<file path="config.mk">
export PLATFORM = sky130hd
export DESIGN_NAME = dual_mode_stream_checksum
export DESIGN_NICKNAME = d
export VERILOG_FILES = /design/src/hdl/dmcsum_pkg.sv /design/src/hdl/dmcsum_core.sv /design/src/hdl/dual_mode_stream_checksum.sv
export VERILOG_INCLUDE_DIRS = /design/src /design/src/hdl
export SDC_FILE = /design/constraint.sdc
export NUM_CORES = 1
export LEC_CHECK = 0
export ABC_AREA = 1
export BUFFER_PORTS_ARGS = -buffer_cell sky130_fd_sc_hd__buf_2
export CORE_UTILIZATION = 25
export DETAILED_ROUTE_END_ITERATION = 16
export PLACE_DENSITY_LB_ADDON = 0.08
export SYNTH_ARGS = -nofsm -noshare
export SYNTH_HDL_FRONTEND = slang
export SYNTH_HIERARCHICAL = 1
export SYNTH_SLANG_ARGS = --single-unit
</file>
<file path="constraint.sdc">
create_clock -name clk_i -period 3.87 [get_ports clk_i]
set_input_delay 0.387 -clock clk_i [delete_from_list [all_inputs] [get_ports clk_i]]
set_output_delay 0.387 -clock clk_i [all_outputs]
set_load 0.02 [all_outputs]
</file>
<file path="src/hdl/assert_macros.svh">
// Assertion macros shared by the checksum RTL.
`ifndef ASSERT_MACROS_SVH
`define ASSERT_MACROS_SVH
`ifndef NO_ASSERTIONS
`define ASSERT_RST(lbl, clk, rst_n, prop) \
  lbl: assert property (@(posedge clk) disable iff (!rst_n) prop) \
    else $error("assertion failed");
`define ASSERT_ALWAYS(lbl, clk, prop) \
  lbl: assert property (@(posedge clk) prop) else $error("assertion failed");
`else
`define ASSERT_RST(lbl, clk, rst_n, prop)
`define ASSERT_ALWAYS(lbl, clk, prop)
`endif
`endif

</file>
<file path="src/hdl/dmcsum_pkg.sv">
// Types, constants and table function for the dual-mode stream checksum.
package dmcsum_pkg;

  localparam logic [31:0] CrcPoly = 32'hEDB88320;
  localparam logic [31:0] SignBit = 32'h80000000;

  typedef enum logic {
    MODE_WORD = 1'b0,
    MODE_CRC  = 1'b1
  } mode_e;

  typedef enum logic {
    REG_MODE = 1'b0,
    REG_SEED = 1'b1
  } reg_idx_e;

  typedef struct packed {
    logic [7:0] data_byte;
    logic       restart;
    logic       end_of_block;
  } beat_t;

  typedef struct packed {
    logic [31:0] checksum;
    logic [1:0]  word_fill;
    logic        block_done;
  } result_t;

  typedef struct packed {
    logic  step;
    mode_e mode;
  } core_ctrl_t;

  function automatic logic [31:0] poly_if_lsb(input logic [31:0] v);
    return v[0] ? CrcPoly : 32'h0;
  endfunction

  // One logical shift step, then seven arithmetic shift steps.
  function automatic logic [31:0] table_word(input logic [7:0] idx);
    logic [31:0] v;
    v = {24'h0, idx};
    v = (v >> 1) ^ poly_if_lsb(v);
    for (int k = 1; k < 8; k++) begin
      v = ((v >> 1) | (v & SignBit)) ^ poly_if_lsb(v);
    end
    return v;
  endfunction

endpackage

</file>
<file path="src/hdl/dmcsum_core.sv">
// Checksum state registers and the per-beat update logic for both modes.
`include "assert_macros.svh"

module dmcsum_core (
  input  logic                   clk_i,
  input  logic                   rst_ni,
  input  dmcsum_pkg::core_ctrl_t ctrl_i,
  input  dmcsum_pkg::beat_t      beat_i,
  input  logic [31:0]            seed_i,
  output dmcsum_pkg::result_t    res_o
);

  logic [31:0] acc_q, acc_d, acc_cur;
  logic [23:0] part_q, part_d, part_cur;
  logic [1:0]  fill_q, fill_d, fill_cur;
  logic [31:0] run;
  logic [7:0]  idx;

  always_comb begin
    acc_cur  = beat_i.restart ? seed_i : acc_q;
    part_cur = beat_i.restart ? 24'h0 : part_q;
    fill_cur = beat_i.restart ? 2'd0 : fill_q;
    run      = ~acc_cur;
    idx      = beat_i.data_byte ^ run[7:0];
    acc_d    = acc_cur;
    part_d   = part_cur;
    fill_d   = fill_cur;
    case (ctrl_i.mode)
      dmcsum_pkg::MODE_WORD: begin
        if (fill_cur == 2'd3) begin
          acc_d  = {acc_cur[0], acc_cur[31:1]} + {beat_i.data_byte, part_cur};
          part_d = 24'h0;
          fill_d = 2'd0;
        end else begin
          case (fill_cur)
            2'd0:    part_d = {part_cur[23:8], beat_i.data_byte};
            2'd1:    part_d = {part_cur[23:16], beat_i.data_byte, part_cur[7:0]};
            default: part_d = {beat_i.data_byte, part_cur[15:0]};
          endcase
          fill_d = fill_cur + 2'd1;
        end
      end
      dmcsum_pkg::MODE_CRC: begin
        acc_d = ~((run >> 8) ^ dmcsum_pkg::table_word(idx));
      end
      default: acc_d = acc_cur;
    endcase
  end

  always_ff @(posedge clk_i or negedge rst_ni) begin
    if (!rst_ni) begin
      acc_q  <= 32'h0;
      part_q <= 24'h0;
      fill_q <= 2'd0;
    end else if (ctrl_i.step) begin
      acc_q  <= acc_d;
      part_q <= part_d;
      fill_q <= fill_d;
    end
  end

  assign res_o.checksum   = acc_d;
  assign res_o.word_fill  = fill_d;
  assign res_o.block_done = beat_i.end_of_block;

  // fill is frozen in CRC mode unless a restart clears it
  `ASSERT_RST(a_crc_fill_frozen, clk_i, rst_ni,
    (ctrl_i.step && ctrl_i.mode == dmcsum_pkg::MODE_CRC && !beat_i.restart) |=> $stable(fill_q))
  `ASSERT_RST(a_restart_word_fill, clk_i, rst_ni,
    (ctrl_i.step && ctrl_i.mode == dmcsum_pkg::MODE_WORD && beat_i.restart) |=> fill_q == 2'd1)
  `ASSERT_RST(a_idle_holds_state, clk_i, rst_ni,
    !ctrl_i.step |=> ($stable(acc_q) && $stable(part_q) && $stable(fill_q)))

endmodule

</file>
<file path="src/hdl/dual_mode_stream_checksum.sv">
// Top level: config registers, input and output beat registers around the checksum core.
//
// Byte-serial checksum: one data byte per beat, one result beat per input beat,
// sustained at one beat per clock while the output is not stalled. An accepted
// beat sits in the input register, the checksum update (rotate-add word mode or
// modified reflected CRC-32 with its table word generated on the fly) is done
// combinationally from it, and the result is loaded into the output register at
// the next edge at which the output can advance. A stalled output holds the input
// register and drops s_axis_tready once both registers are full. Throughput is
// set by the combinational update of the 32-bit accumulator. tuser restart
// reloads the seed before the byte is used. Configuration writes must only be
// made while no beat is in flight.
`include "assert_macros.svh"

module dual_mode_stream_checksum (
  input  logic        clk_i,
  input  logic        rst_ni,
  input  logic        cfg_we_i,
  input  logic        cfg_idx_i,
  input  logic [31:0] cfg_data_i,
  input  logic        s_axis_tvalid,
  output logic        s_axis_tready,
  input  logic [7:0]  s_axis_tdata,   // [7:0] data_byte
  input  logic        s_axis_tuser,   // [0] restart
  input  logic        s_axis_tlast,
  output logic        m_axis_tvalid,
  input  logic        m_axis_tready,
  output logic [39:0] m_axis_tdata,   // [31:0] checksum, [33:32] word_fill, rest zero
  output logic        m_axis_tlast
);

  dmcsum_pkg::mode_e      mode_q;
  logic [31:0]            seed_q;
  logic                   in_valid_q, out_valid_q, advance;
  dmcsum_pkg::beat_t      beat_q;
  dmcsum_pkg::result_t    res, res_q;
  dmcsum_pkg::core_ctrl_t ctrl;

  always_ff @(posedge clk_i or negedge rst_ni) begin
    if (!rst_ni) begin
      mode_q <= dmcsum_pkg::MODE_WORD;
      seed_q <= 32'h0;
    end else if (cfg_we_i) begin
      case (cfg_idx_i)
        dmcsum_pkg::REG_MODE: mode_q <= dmcsum_pkg::mode_e'(cfg_data_i[0]);
        dmcsum_pkg::REG_SEED: seed_q <= cfg_data_i;
        default: ;
      endcase
    end
  end

  assign advance       = !out_valid_q || m_axis_tready;
  assign s_axis_tready = !in_valid_q || advance;

  always_ff @(posedge clk_i or negedge rst_ni) begin
    if (!rst_ni) begin
      in_valid_q  <= 1'b0;
      out_valid_q <= 1'b0;
    end else begin
      if (s_axis_tready) in_valid_q <= s_axis_tvalid;
      if (advance) out_valid_q <= in_valid_q;
    end
  end

  always_ff @(posedge clk_i) begin
    if (s_axis_tready && s_axis_tvalid) begin
      beat_q <= '{data_byte: s_axis_tdata, restart: s_axis_tuser, end_of_block: s_axis_tlast};
    end
    if (advance && in_valid_q) res_q <= res;
  end

  assign ctrl.step = advance && in_valid_q;
  assign ctrl.mode = mode_q;

  dmcsum_core u_core (
    .clk_i  (clk_i),
    .rst_ni (rst_ni),
    .ctrl_i (ctrl),
    .beat_i (beat_q),
    .seed_i (seed_q),
    .res_o  (res)
  );

  assign m_axis_tvalid = out_valid_q;
  assign m_axis_tdata  = {6'h0, res_q.word_fill, res_q.checksum};
  assign m_axis_tlast  = res_q.block_done;

  `ASSERT_RST(a_accept_fills_input, clk_i, rst_ni,
    (s_axis_tvalid && s_axis_tready) |=> in_valid_q)
  `ASSERT_RST(a_step_fills_output, clk_i, rst_ni,
    ctrl.step |=> out_valid_q)
  `ASSERT_ALWAYS(a_ready_when_empty, clk_i,
    !in_valid_q |-> s_axis_tready)

endmodule

</file>
==> results of run 1 <==
==> metrics by stage <==
| stage | std cells | setup WS [ns] | area [µm²] | util [%] | power [mW] |
|---|---|---|---|---|---|
| after floorplan | 1436 | 0.562 | 10000 | - | 4.46 |
| after global placement | 1999 | 0.204 | 10900 | 28.0 | 5.64 |
| after detailed placement | 1999 | 0.298 | 10900 | 28.0 | 5.61 |
| after CTS | 2031 | 0.279 | 11500 | 29.5 | 7.34 |
| after global routing | 2031 | 0.0115 | 11500 | 29.5 | 7.83 |
| final | 2031 | 0.153 | 11500 | 29.5 | 7.30 |
==> cell families after synthesis <==
logic type	count (synthesis)	synth area share, %
other cells	1	0.0376
flops	138	36.8
xor+xnor	53	5.96
fa+ha+maj	25	3.13
compound gates	215	11.9
buf+inv	227	9.85
simple gates	772	32.2
==> worst max path at each step <==
stage | end | slack [ns]
CTS | m_axis_tdata[21] | 0.28
floorplan | u_core/acc_q[4] | 0.56
finish | m_axis_tdata[21] | 0.15
global placement | m_axis_tdata[21] | 0.20
detailed placement | m_axis_tdata[21] | 0.30
global route | m_axis_tdata[21] | 0.01
==> layout make-up <==
class / count / area share, %
Multi-Input combinational cell: 1071 / 46.6
Sequential cell: 138 / 32.0
Tap cell: 518 / 5.64
Inverter: 166 / 5.44
Timing Repair Buffer: 106 / 5.33
Clock buffer: 19 / 3.76
Clock inverter: 13 / 1.25
==> per-layer routing <==
| layer | wire (µm) | GRT usage, % | up-vias | share of wire (%) |
|---|---|---|---|---|
| li1 | - | - | 4710 | - |
| met1 | 19900 | 28.7 | 4471 | 49 |
| met2 | 17700 | 31.0 | 248 | 44 |
| met3 | 1820 | 3.47 | 34 | 4.5 |
| met4 | 818 | 5.84 | 0 | 2.0 |
| met5 | 0 | 0 | - | 0 |
==> power by group <==
group          switching, mW  internal [mW]  leakage, nW
Clock                  0.727          0.954        0.272
Sequential             0.249           1.93         1.57
Combinational           2.40           1.04         3.91
Total                   3.38           3.92         5.75
==> state kept, by name (all words and copies together) (netlist names) <==
| signal | flops |
|---|---|
| beat_q | 10 |
| m_axis_tlast | 1 |
| mode_q | 1 |
| u_core/acc_q | 32 |
| u_core/part_q | 24 |
| in_valid_q | 1 |
| seed_q | 32 |
| m_axis_tvalid | 1 |
| u_core/fill_q | 2 |
| m_axis_tdata | 34 |
==> critical path, stage by stage (launching register included) <==
cell and delay (ns):
edfxtp_1 0.47, buf_12 0.23, o21ai_0 0.48, inv_1 0.25, ha_1 0.36, inv_1 0.04, nor2_1 0.32, nand2_1 0.21
nor2_1 0.14, nand2_1 0.08, nand3_1 0.32, nand2_1 0.12, nand3_1 0.09, nand3_1 0.14, nand2_1 0.09, nand2_1 0.08
==> placed cells by master (no fill, tap or decap), types with 3 or more instances in the layout <==
cell,instances
a21oi_1,43
a22oi_1,5
a31oi_1,28
buf_2,83
buf_4,21
clkbuf_16,17
clkinv_1,4
clkinv_4,3
clkinvlp_4,3
conb_1,6
dfrtp_1,92
edfxtp_1,45
ha_1,25
inv_1,157
inv_2,5
inv_6,3
nand2_1,501
nand2_2,18
nand3_1,123
nand3b_1,4
nand4_1,3
nor2_1,91
nor3_1,8
o211ai_1,10
o21ai_0,108
o21ai_1,6
o21bai_1,6
or2_2,17
xnor2_1,15
xor2_1,25
xor2_2,8
==> impl_metrics.yaml, run 1 <==
run_status:
  status: "finished, final reports clean"
synthesis:
  yosysTopAreaCell: "dfrtp_1"
  synth_top_area_share_pct: 23.3
  synth.top_cells.by_area: "dfrtp_1, nand2_1, edfxtp_1"
  syn_area_um2: 9980
  avgSynthCellArea_um2: 6.98
  synth_common_cells: "nand2_1, inv_1, nand3_1"
  synth-seq-area-share_pct: 36.8
  syn_inst: 1431
  synth_flop_cell: "dfrtp_1"
  ys_warn_count: 6
  yosys.cell_count.top_type: "nand2_1"
  async_flop_share_pct: 67.4
  synth_edf_count: 45
  synth_cell_types: 47
  synth_seq_cells: 138
route:
  postRouteAntennaNets: 0
  vias: 9463
  drt-wirelength-per-cell_um: 19.8
  firstDrtPassIters: 5
  via_per_inst: 4.66
  drc_errors: 0
  drt_iter0_drc: 826
  drt-total-wl_mm: 40.2
die:
  start_util_pct: 25.6
  dieArea_um2: 40700
  die_w_um: 202
  boundaryPins: 91
  rows: 72
  die_h_um: 202
  core-area_um2: 39000
global_route:
  grt.total_usage_pct: 20.2
  grt_max_degree: 125
  grt-ovfl-total: 0
  grt_pass1_vias: 9158
  antenna_found_initial: 0
  grt_pass1_wl_mm: 60.2
critical_path:
  path_class: "flop to flop"
  regToRegEndpoint: "m_axis_tdata[21]"
  reg2reg_from: "beat_q[1]"
  start_kind: "flop"
  cp-end-kind: "flop"
  cp.arrival_ns: 3.90
  path_max_fanout: 42
  crit_start: "beat_q[1]"
  r2r.worst_path.cells: 15
  required_ns: 4.05
  r2r_slack_ns: 0.15
timing:
  rsz0062_at_grt: "false"
  period_share_pct: 96.0
  finalHoldViolCount: 0
  setup_violations: 0
  hold_ws_ns: 0.0893
  post-route-min-period_ns: 3.72
  tightest_slew_ns: 0.968
  clock.fmax_mhz: 269
  slew_headroom_pct: 35.5
  slew_violations: 0
  skew_ns: 0.0195
  fin_setup_tns_ns: 0
place:
  routabilityCongestion: 0.910
  portBuffers: 84
  post-dp-hpwl_mm: 30.8
cts:
  post_cts_buffers: 0
  htreeDepth: 4
  cts_tree: "yes"
  cts_buffer_depth: 2
  clkLatencyLatePin_ns: 0.45
  root_buffer: "clkbuf_16"
  clk_pin_slew_ns: 0.07
  hold_buffers: 0
  cts_resized: 0
  clock-sinks: 138
  cts_buffers: 17
layout:
  multi_input_area_um2: 5360
  fillers: 4310
  nNetsFinal: 1573
  diodes: 0
  regArea_um2: 3680
  area_growth_pct: 15.2
  drive_gt1_share_pct: 13.2
pwr:
  ir_worst_vdd_v: 0.000365
  power_density_nw_per_um2: 635
  leakage_nw: 5.75
run:
  max_cap_viol_count: 0
worst_hold_path:
  hold_path.class: "input port to asynchronous set/reset pin"
No activity file was read; power rests on OpenSTA's default activity.
==> run 2: changes to the inputs <==
--- a/config.mk
+++ b/config.mk
@@ -6,7 +6,6 @@
 export SDC_FILE = /design/constraint.sdc
 export NUM_CORES = 1
 export LEC_CHECK = 0
-export ABC_AREA = 1
 export BUFFER_PORTS_ARGS = -buffer_cell sky130_fd_sc_hd__buf_2
 export CORE_UTILIZATION = 25
 export DETAILED_ROUTE_END_ITERATION = 16
==> constraint.sdc (replaced) <==
create_clock -name clk_i -period 3.85 [get_ports clk_i]
set_input_delay 0.385 -clock clk_i [delete_from_list [all_inputs] [get_ports clk_i]]
set_output_delay 0.385 -clock clk_i [all_outputs]
set_load 0.02 [all_outputs]
==> impl_metrics.yaml, run 2 <==
place:
  routabilityCongestion: 0.894
  placed_area_um2: 10600
  portBuffers: 84
  post-dp-hpwl_mm: 26.1
  placed_cells: 1473
cts:
  clock-sinks: 138
  root_buffer: "clkbuf_16"
  clk_pin_slew_ns: 0.06
  cts_buffer_depth: 2
  htreeDepth: 4
  post_cts_buffers: 0
  clkLatencyLatePin_ns: 0.44
  cts_tree: "yes"
  hold_buffers: 0
  cts_buffers: 17
critical_path:
  start_kind: "flop"
  path_class: "flop to flop"
  cp-end-kind: "flop"
  path_max_fanout: 25
  cp.arrival_ns: 3.79
  required_ns: 4.03
global_route:
  grt_pass1_wl_mm: 50.4
  grt_pass1_vias: 7462
  antenna_found_initial: 0
  grt-ovfl-total: 0
  grt_max_degree: 48
  grt.total_usage_pct: 18.1
die:
  core-area_um2: 36800
  start_util_pct: 25.5
  rows: 70
  die_h_um: 196
  dieArea_um2: 38400
  boundaryPins: 91
  die_w_um: 196
pwr:
  combPwrFrac_pct: 53.5
  netSwitchingPower_mw: 3.90
  ir_worst_vdd_v: 0.000284
  seqPwrFrac_pct: 27.5
  internal_power_mw: 5.10
  leakage_nw: 4.77
  power_density_nw_per_um2: 801
  switching_share_pct: 43.3
  power.share.clock_pct: 18.9
timing:
  slew_headroom_pct: 45.4
  rsz0062_at_grt: "false"
  period_share_pct: 93.9
  fin_setup_tns_ns: 0
  finalHoldViolCount: 6
  skew_ns: 0.0161
  tightest_slew_ns: 0.814
  post-route-min-period_ns: 3.62
  setup_violations: 0
  clock.fmax_mhz: 277
  slew_violations: 0
  hold_ws_ns: -0.00837
run:
  max_cap_viol_count: 0
synthesis:
  ys_warn_count: 6
  syn_inst: 906
  synth_edf_count: 45
  avgSynthCellArea_um2: 10.4
  synthMuxAreaShare_pct: 12.8
  synth_compound_area_share_pct: 17.6
  async_flop_share_pct: 67.4
  synth_top_family_by_area: "compound AO/OA/AOI/OAI gates"
  synth_top_area_share_pct: 24.8
  synth-seq-area-share_pct: 39.2
  synth_fa_ha_area_share_pct: 3.44
  synth_seq_cells: 138
  synth_xor_area_share_pct: 11.0
  synth-simple-area-share_pct: 11.3
  yosys.cell_count.top_type: "dfrtp_1"
  synth_cell_types: 92
  syn_area_um2: 9390
  yosysTopAreaCell: "dfrtp_1"
  synth.top_cells.by_area: "dfrtp_1, edfxtp_1, xnor2_1"
  synth_flop_cell: "dfrtp_1"
  synth_common_cells: "dfrtp_1, xnor2_1, nand2_1"
route:
  drt_iter0_drc: 479
  vias: 7352
  drt-wirelength-per-cell_um: 22.6
  postRouteAntennaNets: 0
  firstDrtPassIters: 5
  drt-total-wl_mm: 34.1
  drc_errors: 0
  via_per_inst: 4.89
layout:
  area_growth_pct: 19.7
  final_common_cell: "dfrtp_1"
  drive_gt1_share_pct: 27.8
  fin_cells: 1505
  fillers: 3892
  stdcell_area_um2: 11200
  nNetsFinal: 1097
  largest_register_ffs: 34
  mostFrequentLayoutCells: "dfrtp_1, buf_2, xnor2_1"
  diodes: 0
worst_hold_path:
  hold_path.class: "input port to asynchronous set/reset pin"
run_status:
  status: "finished with violations"
  violations: "negative hold slack"
## run 2: cell types whose count changed after synthesis, sizes merged, moves of 28 or more
cell   previous run  this run
nand2           522        66
inv             163        34
nand3           124        10
o21ai           116        44
mux2              0        70
xnor2            19        78
nor2             92        52
mux2i             0        28
## run 2: final cells by class
| type | count | area [µm²] | share of cell area, % |
|---|---|---|---|
| clock buffer | 21 | 440 | 3.92 |
| clock inverter | 11 | 146 | 1.30 |
| inverter | 34 | 128 | 1.14 |
| multi-input combinational | 688 | 5350 | 47.6 |
| sequential | 138 | 3680 | 32.7 |
| tap | 468 | 586 | 5.21 |
| timing repair buffer | 145 | 910 | 8.09 |
## run 2: power by group through the flow
stage	sequential, mW	combinational (mW)	clock (mW)
after detailed placement	2.51	4.79	0
after floorplan	2.54	3.06	0
after global routing	2.55	5.20	1.82
after global placement	2.52	4.83	0
final	2.48	4.82	1.71
after CTS	2.49	4.83	1.76
## run 2: path summary, 6_finish.rpt
check / startpoint / to / slack [ns] / depth (start not counted)
worst max-delay path: beat_q[1] / m_axis_tdata[30] / 0.23 / 14
worst min register to register: beat_q[0] / m_axis_tlast / 0.42 / 0
worst max register to register: beat_q[1] / m_axis_tdata[30] / 0.23 / 14
min in group clk_i: s_axis_tdata[7] / beat_q[9] / 0.13 / 1
worst min-delay path: rst_ni / seed_q[29] / -0.008 / 1
max in group asynchronous: rst_ni / u_core/acc_q[4] / 3.11 / 2
## run 2: cells by family (layout without fill, tap and decap cells)
| logic type | after synthesis | in the layout |
|---|---|---|
| multiplexers | 98 | 98 |
| other | 1 | 6 |
| XOR/XNOR | 105 | 105 |
| buffers and inverters | 85 | 211 |
| flip-flops | 138 | 138 |
| adder cells (fa/ha/maj) | 26 | 26 |
| AO/OA/AOI/OAI | 242 | 242 |
| AND/OR/NAND/NOR | 211 | 211 |
## run 2: metal layers
metal	GRT usage [%]	wire length, µm
met5	0	0
met4	5.56	689
met3	2.56	971
met2	29.4	16000
met1	24.9	16400
## run 2: timing repair
| action | CTS | global route |
|---|---|---|
| resized for setup | 2 | 8 |
| setup endpoints to repair | 8 | 9 |
| pin swaps | 0 | 1 |
## run 2: critical path, stage by stage (launching register included)
cell and delay (ns):
edfxtp_1 0.38, buf_12 0.22, buf_6 0.24, mux2i_4 0.37, inv_1 0.08, ha_2 0.36, a21o_1 0.19, a21o_1 0.17
a21oi_1 0.33, o21ai_0 0.20, a31oi_1 0.25, nand3_1 0.15, xnor2_1 0.17, nor2_1 0.08, a2bb2oi_1 0.14
## run 2: stage by stage
step | setup slack (ns) | util [%] | power [mW] | hold WS [ns]
2_1_floorplan | 0.00330 | - | 5.60 | 0.0894
6_report | 0.234 | 30.6 | 9.00 | -0.00837
3_3_place_gp | -0.187 | 28.8 | 7.34 | 0.402
5_1_grt | 0.0147 | 30.6 | 9.57 | 0.0344
4_1_cts | 0.0495 | 30.5 | 9.08 | 0.0269
3_5_place_dp | -0.179 | 28.8 | 7.30 | 0.405
==> run 3: changes to the inputs <==
--- a/config.mk
+++ b/config.mk
@@ -8,7 +8,9 @@
 export LEC_CHECK = 0
 export BUFFER_PORTS_ARGS = -buffer_cell sky130_fd_sc_hd__buf_2
 export CORE_UTILIZATION = 25
+export CTS_CLUSTER_SIZE = 12
 export DETAILED_ROUTE_END_ITERATION = 16
+export GPL_TIMING_DRIVEN = 0
 export PLACE_DENSITY_LB_ADDON = 0.08
 export SYNTH_ARGS = -nofsm -noshare
 export SYNTH_HDL_FRONTEND = slang
==> impl_metrics.yaml, run 3 (synthesis results as in run 2) <==
layout:
  drive_gt1_share_pct: 34.5
  regArea_um2: 3680
  largest_register_ffs: 34
  final_common_cell: "dfrtp_1"
  multi_input_area_um2: 5830
  mostFrequentLayoutCells: "dfrtp_1, buf_2, xnor2_1"
  nNetsFinal: 1128
  fillers: 3852
  area_growth_pct: 28.9
pwr:
  netSwitchingPower_mw: 4.11
  leakage_nw: 5.01
  seqPwrFrac_pct: 26.7
  ir_worst_vdd_v: 0.000321
  combPwrFrac_pct: 55.0
  power.share.clock_pct: 18.3
  power_mw: 9.30
  power_density_nw_per_um2: 768
  switching_share_pct: 44.2
  internal_power_mw: 5.19
run_status:
  status: "finished, final reports clean"
timing:
  skew_ns: 0.0141
  rsz0062_at_grt: "true"
  post-route-min-period_ns: 3.77
  slew_headroom_pct: 29.4
  setup_violations: 0
  tightest_slew_ns: 1.06
  hold_ws_ns: 0.112
  finalHoldViolCount: 0
  period_share_pct: 97.9
  clock.fmax_mhz: 265
  slew_violations: 0
run:
  max_cap_viol_count: 0
die:
  rows: 70
  dieArea_um2: 38400
  boundaryPins: 91
  die_h_um: 196
  start_util_pct: 25.5
  core-area_um2: 36800
  die_w_um: 196
route:
  vias: 7637
  postRouteAntennaNets: 0
  via_per_inst: 4.97
  drt-total-wl_mm: 37.9
  firstDrtPassIters: 5
  drc_errors: 0
  drt_iter0_drc: 423
  drt-wirelength-per-cell_um: 24.7
global_route:
  grt_max_degree: 49
  grt.total_usage_pct: 20.3
  grt-ovfl-total: 0
  grt_pass1_wl_mm: 55.1
  antenna_found_initial: 1
  grt_pass1_vias: 7836
critical_path:
  path_class: "flop to flop"
  cp.arrival_ns: 4.16
  start_kind: "flop"
  required_ns: 4.24
  path_max_fanout: 8
  cp-end-kind: "flop"
cts:
  cts_tree: "yes"
  clkLatencyLatePin_ns: 0.45
  htreeDepth: 4
  root_buffer: "clkbuf_16"
  clock-sinks: 138
  cts_buffer_depth: 2
  clk_pin_slew_ns: 0.07
  cts_buffers: 17
place:
  routabilityCongestion: 0.919
  post-dp-hpwl_mm: 28.3
  portBuffers: 84
worst_hold_path:
  hold_path.class: "input port to flop"
## run 3: changes by cell type in the layout (fill, tap and decap cells not counted), sizes merged, moves of 2 or more
| cell | change |
|---|---|
| clkinvlp | +3 |
| clkbuf | +24 |
| buf | +7 |
| bufinv | -2 |
| clkinv | -2 |
## run 3: power groups by stage
stage	sequential, mW	clock (mW)	combinational (mW)
CTS	2.48	1.75	4.99
finish	2.48	1.70	5.12
floorplan	2.54	0	3.06
detailed placement	2.47	0	4.62
global placement	2.47	0	4.66
global route	2.55	1.80	5.50
## run 3: path summary, 6_finish.rpt
kind,start,end,slack [ns],cells past startpoint
max in group asynchronous,rst_ni,u_core/acc_q[15],2.63,3
worst max-delay path,beat_q[1],u_core/acc_q[12],0.08,17
worst min register to register,u_core/part_q[15],u_core/part_q[15],0.48,1
worst max register to register,beat_q[1],u_core/acc_q[12],0.08,17
min in group asynchronous,rst_ni,seed_q[27],0.51,2
worst min-delay path,s_axis_tuser,beat_q[1],0.11,1
## run 3: timing repair
action                                  in CTS  in global routing
resized for setup                          105                 46
endpoints found under the setup margin      81                 68
pin swaps                                   17                 14
buffers inserted                            31                 11
hold buffers                                 1                  0
gates cloned                                 1                  0
endpoints found under the hold margin        9                  0
## run 3: worst max-delay path, stage by stage, from the launching register on
cell and delay [ns]:
edfxtp_1 0.37, buf_12 0.12, buf_12 0.10, buf_12 0.14, buf_16 0.17, clkbuf_16 0.17
nor2b_4 0.04, buf_12 0.13, ha_4 0.16, ha_2 0.19, o221ai_4 0.22, a21oi_2 0.10
a2111o_1 0.56, a31oi_2 0.32, xnor2_1 0.16, a21oi_1 0.09, a21oi_1 0.37, mux2_2 0.24
## run 3: cell type report
cell class              instances  share of cell area [%]
diodes                          1                  0.0207
plain buffers                  46                    3.62
clock buffers                  23                    4.29
clock inverters                 9                   0.702
inverters                      34                    1.05
multi-input cells             688                    48.2
flip-flops and latches        138                    30.4
well taps                     468                    4.83
repair buffers                130                    6.94
## run 3: layer usage
layer,global-route usage [%],share of wire [%],up-vias
met3,3.83,4.6,56
li1,-,-,3599
met4,8.83,3.7,0
met2,31.5,44,208
met5,0,0,-
met1,27.6,47,3774
## run 3: through the flow
stage          setup TNS (ns)  setup slack, ns  instance area (µm²)  util, %  std cells
2_1_floorplan               0          0.00330                 9430        -        911
3_3_place_gp           -76.08            -1.55                10400     28.4       1463
3_5_place_dp           -67.30            -1.53                10500     28.5       1465
4_1_cts                -0.231          -0.0549                11900     32.2       1526
5_1_grt               -0.0226          -0.0123                12100     32.9       1536
6_report                    0           0.0790                12100     32.9       1537
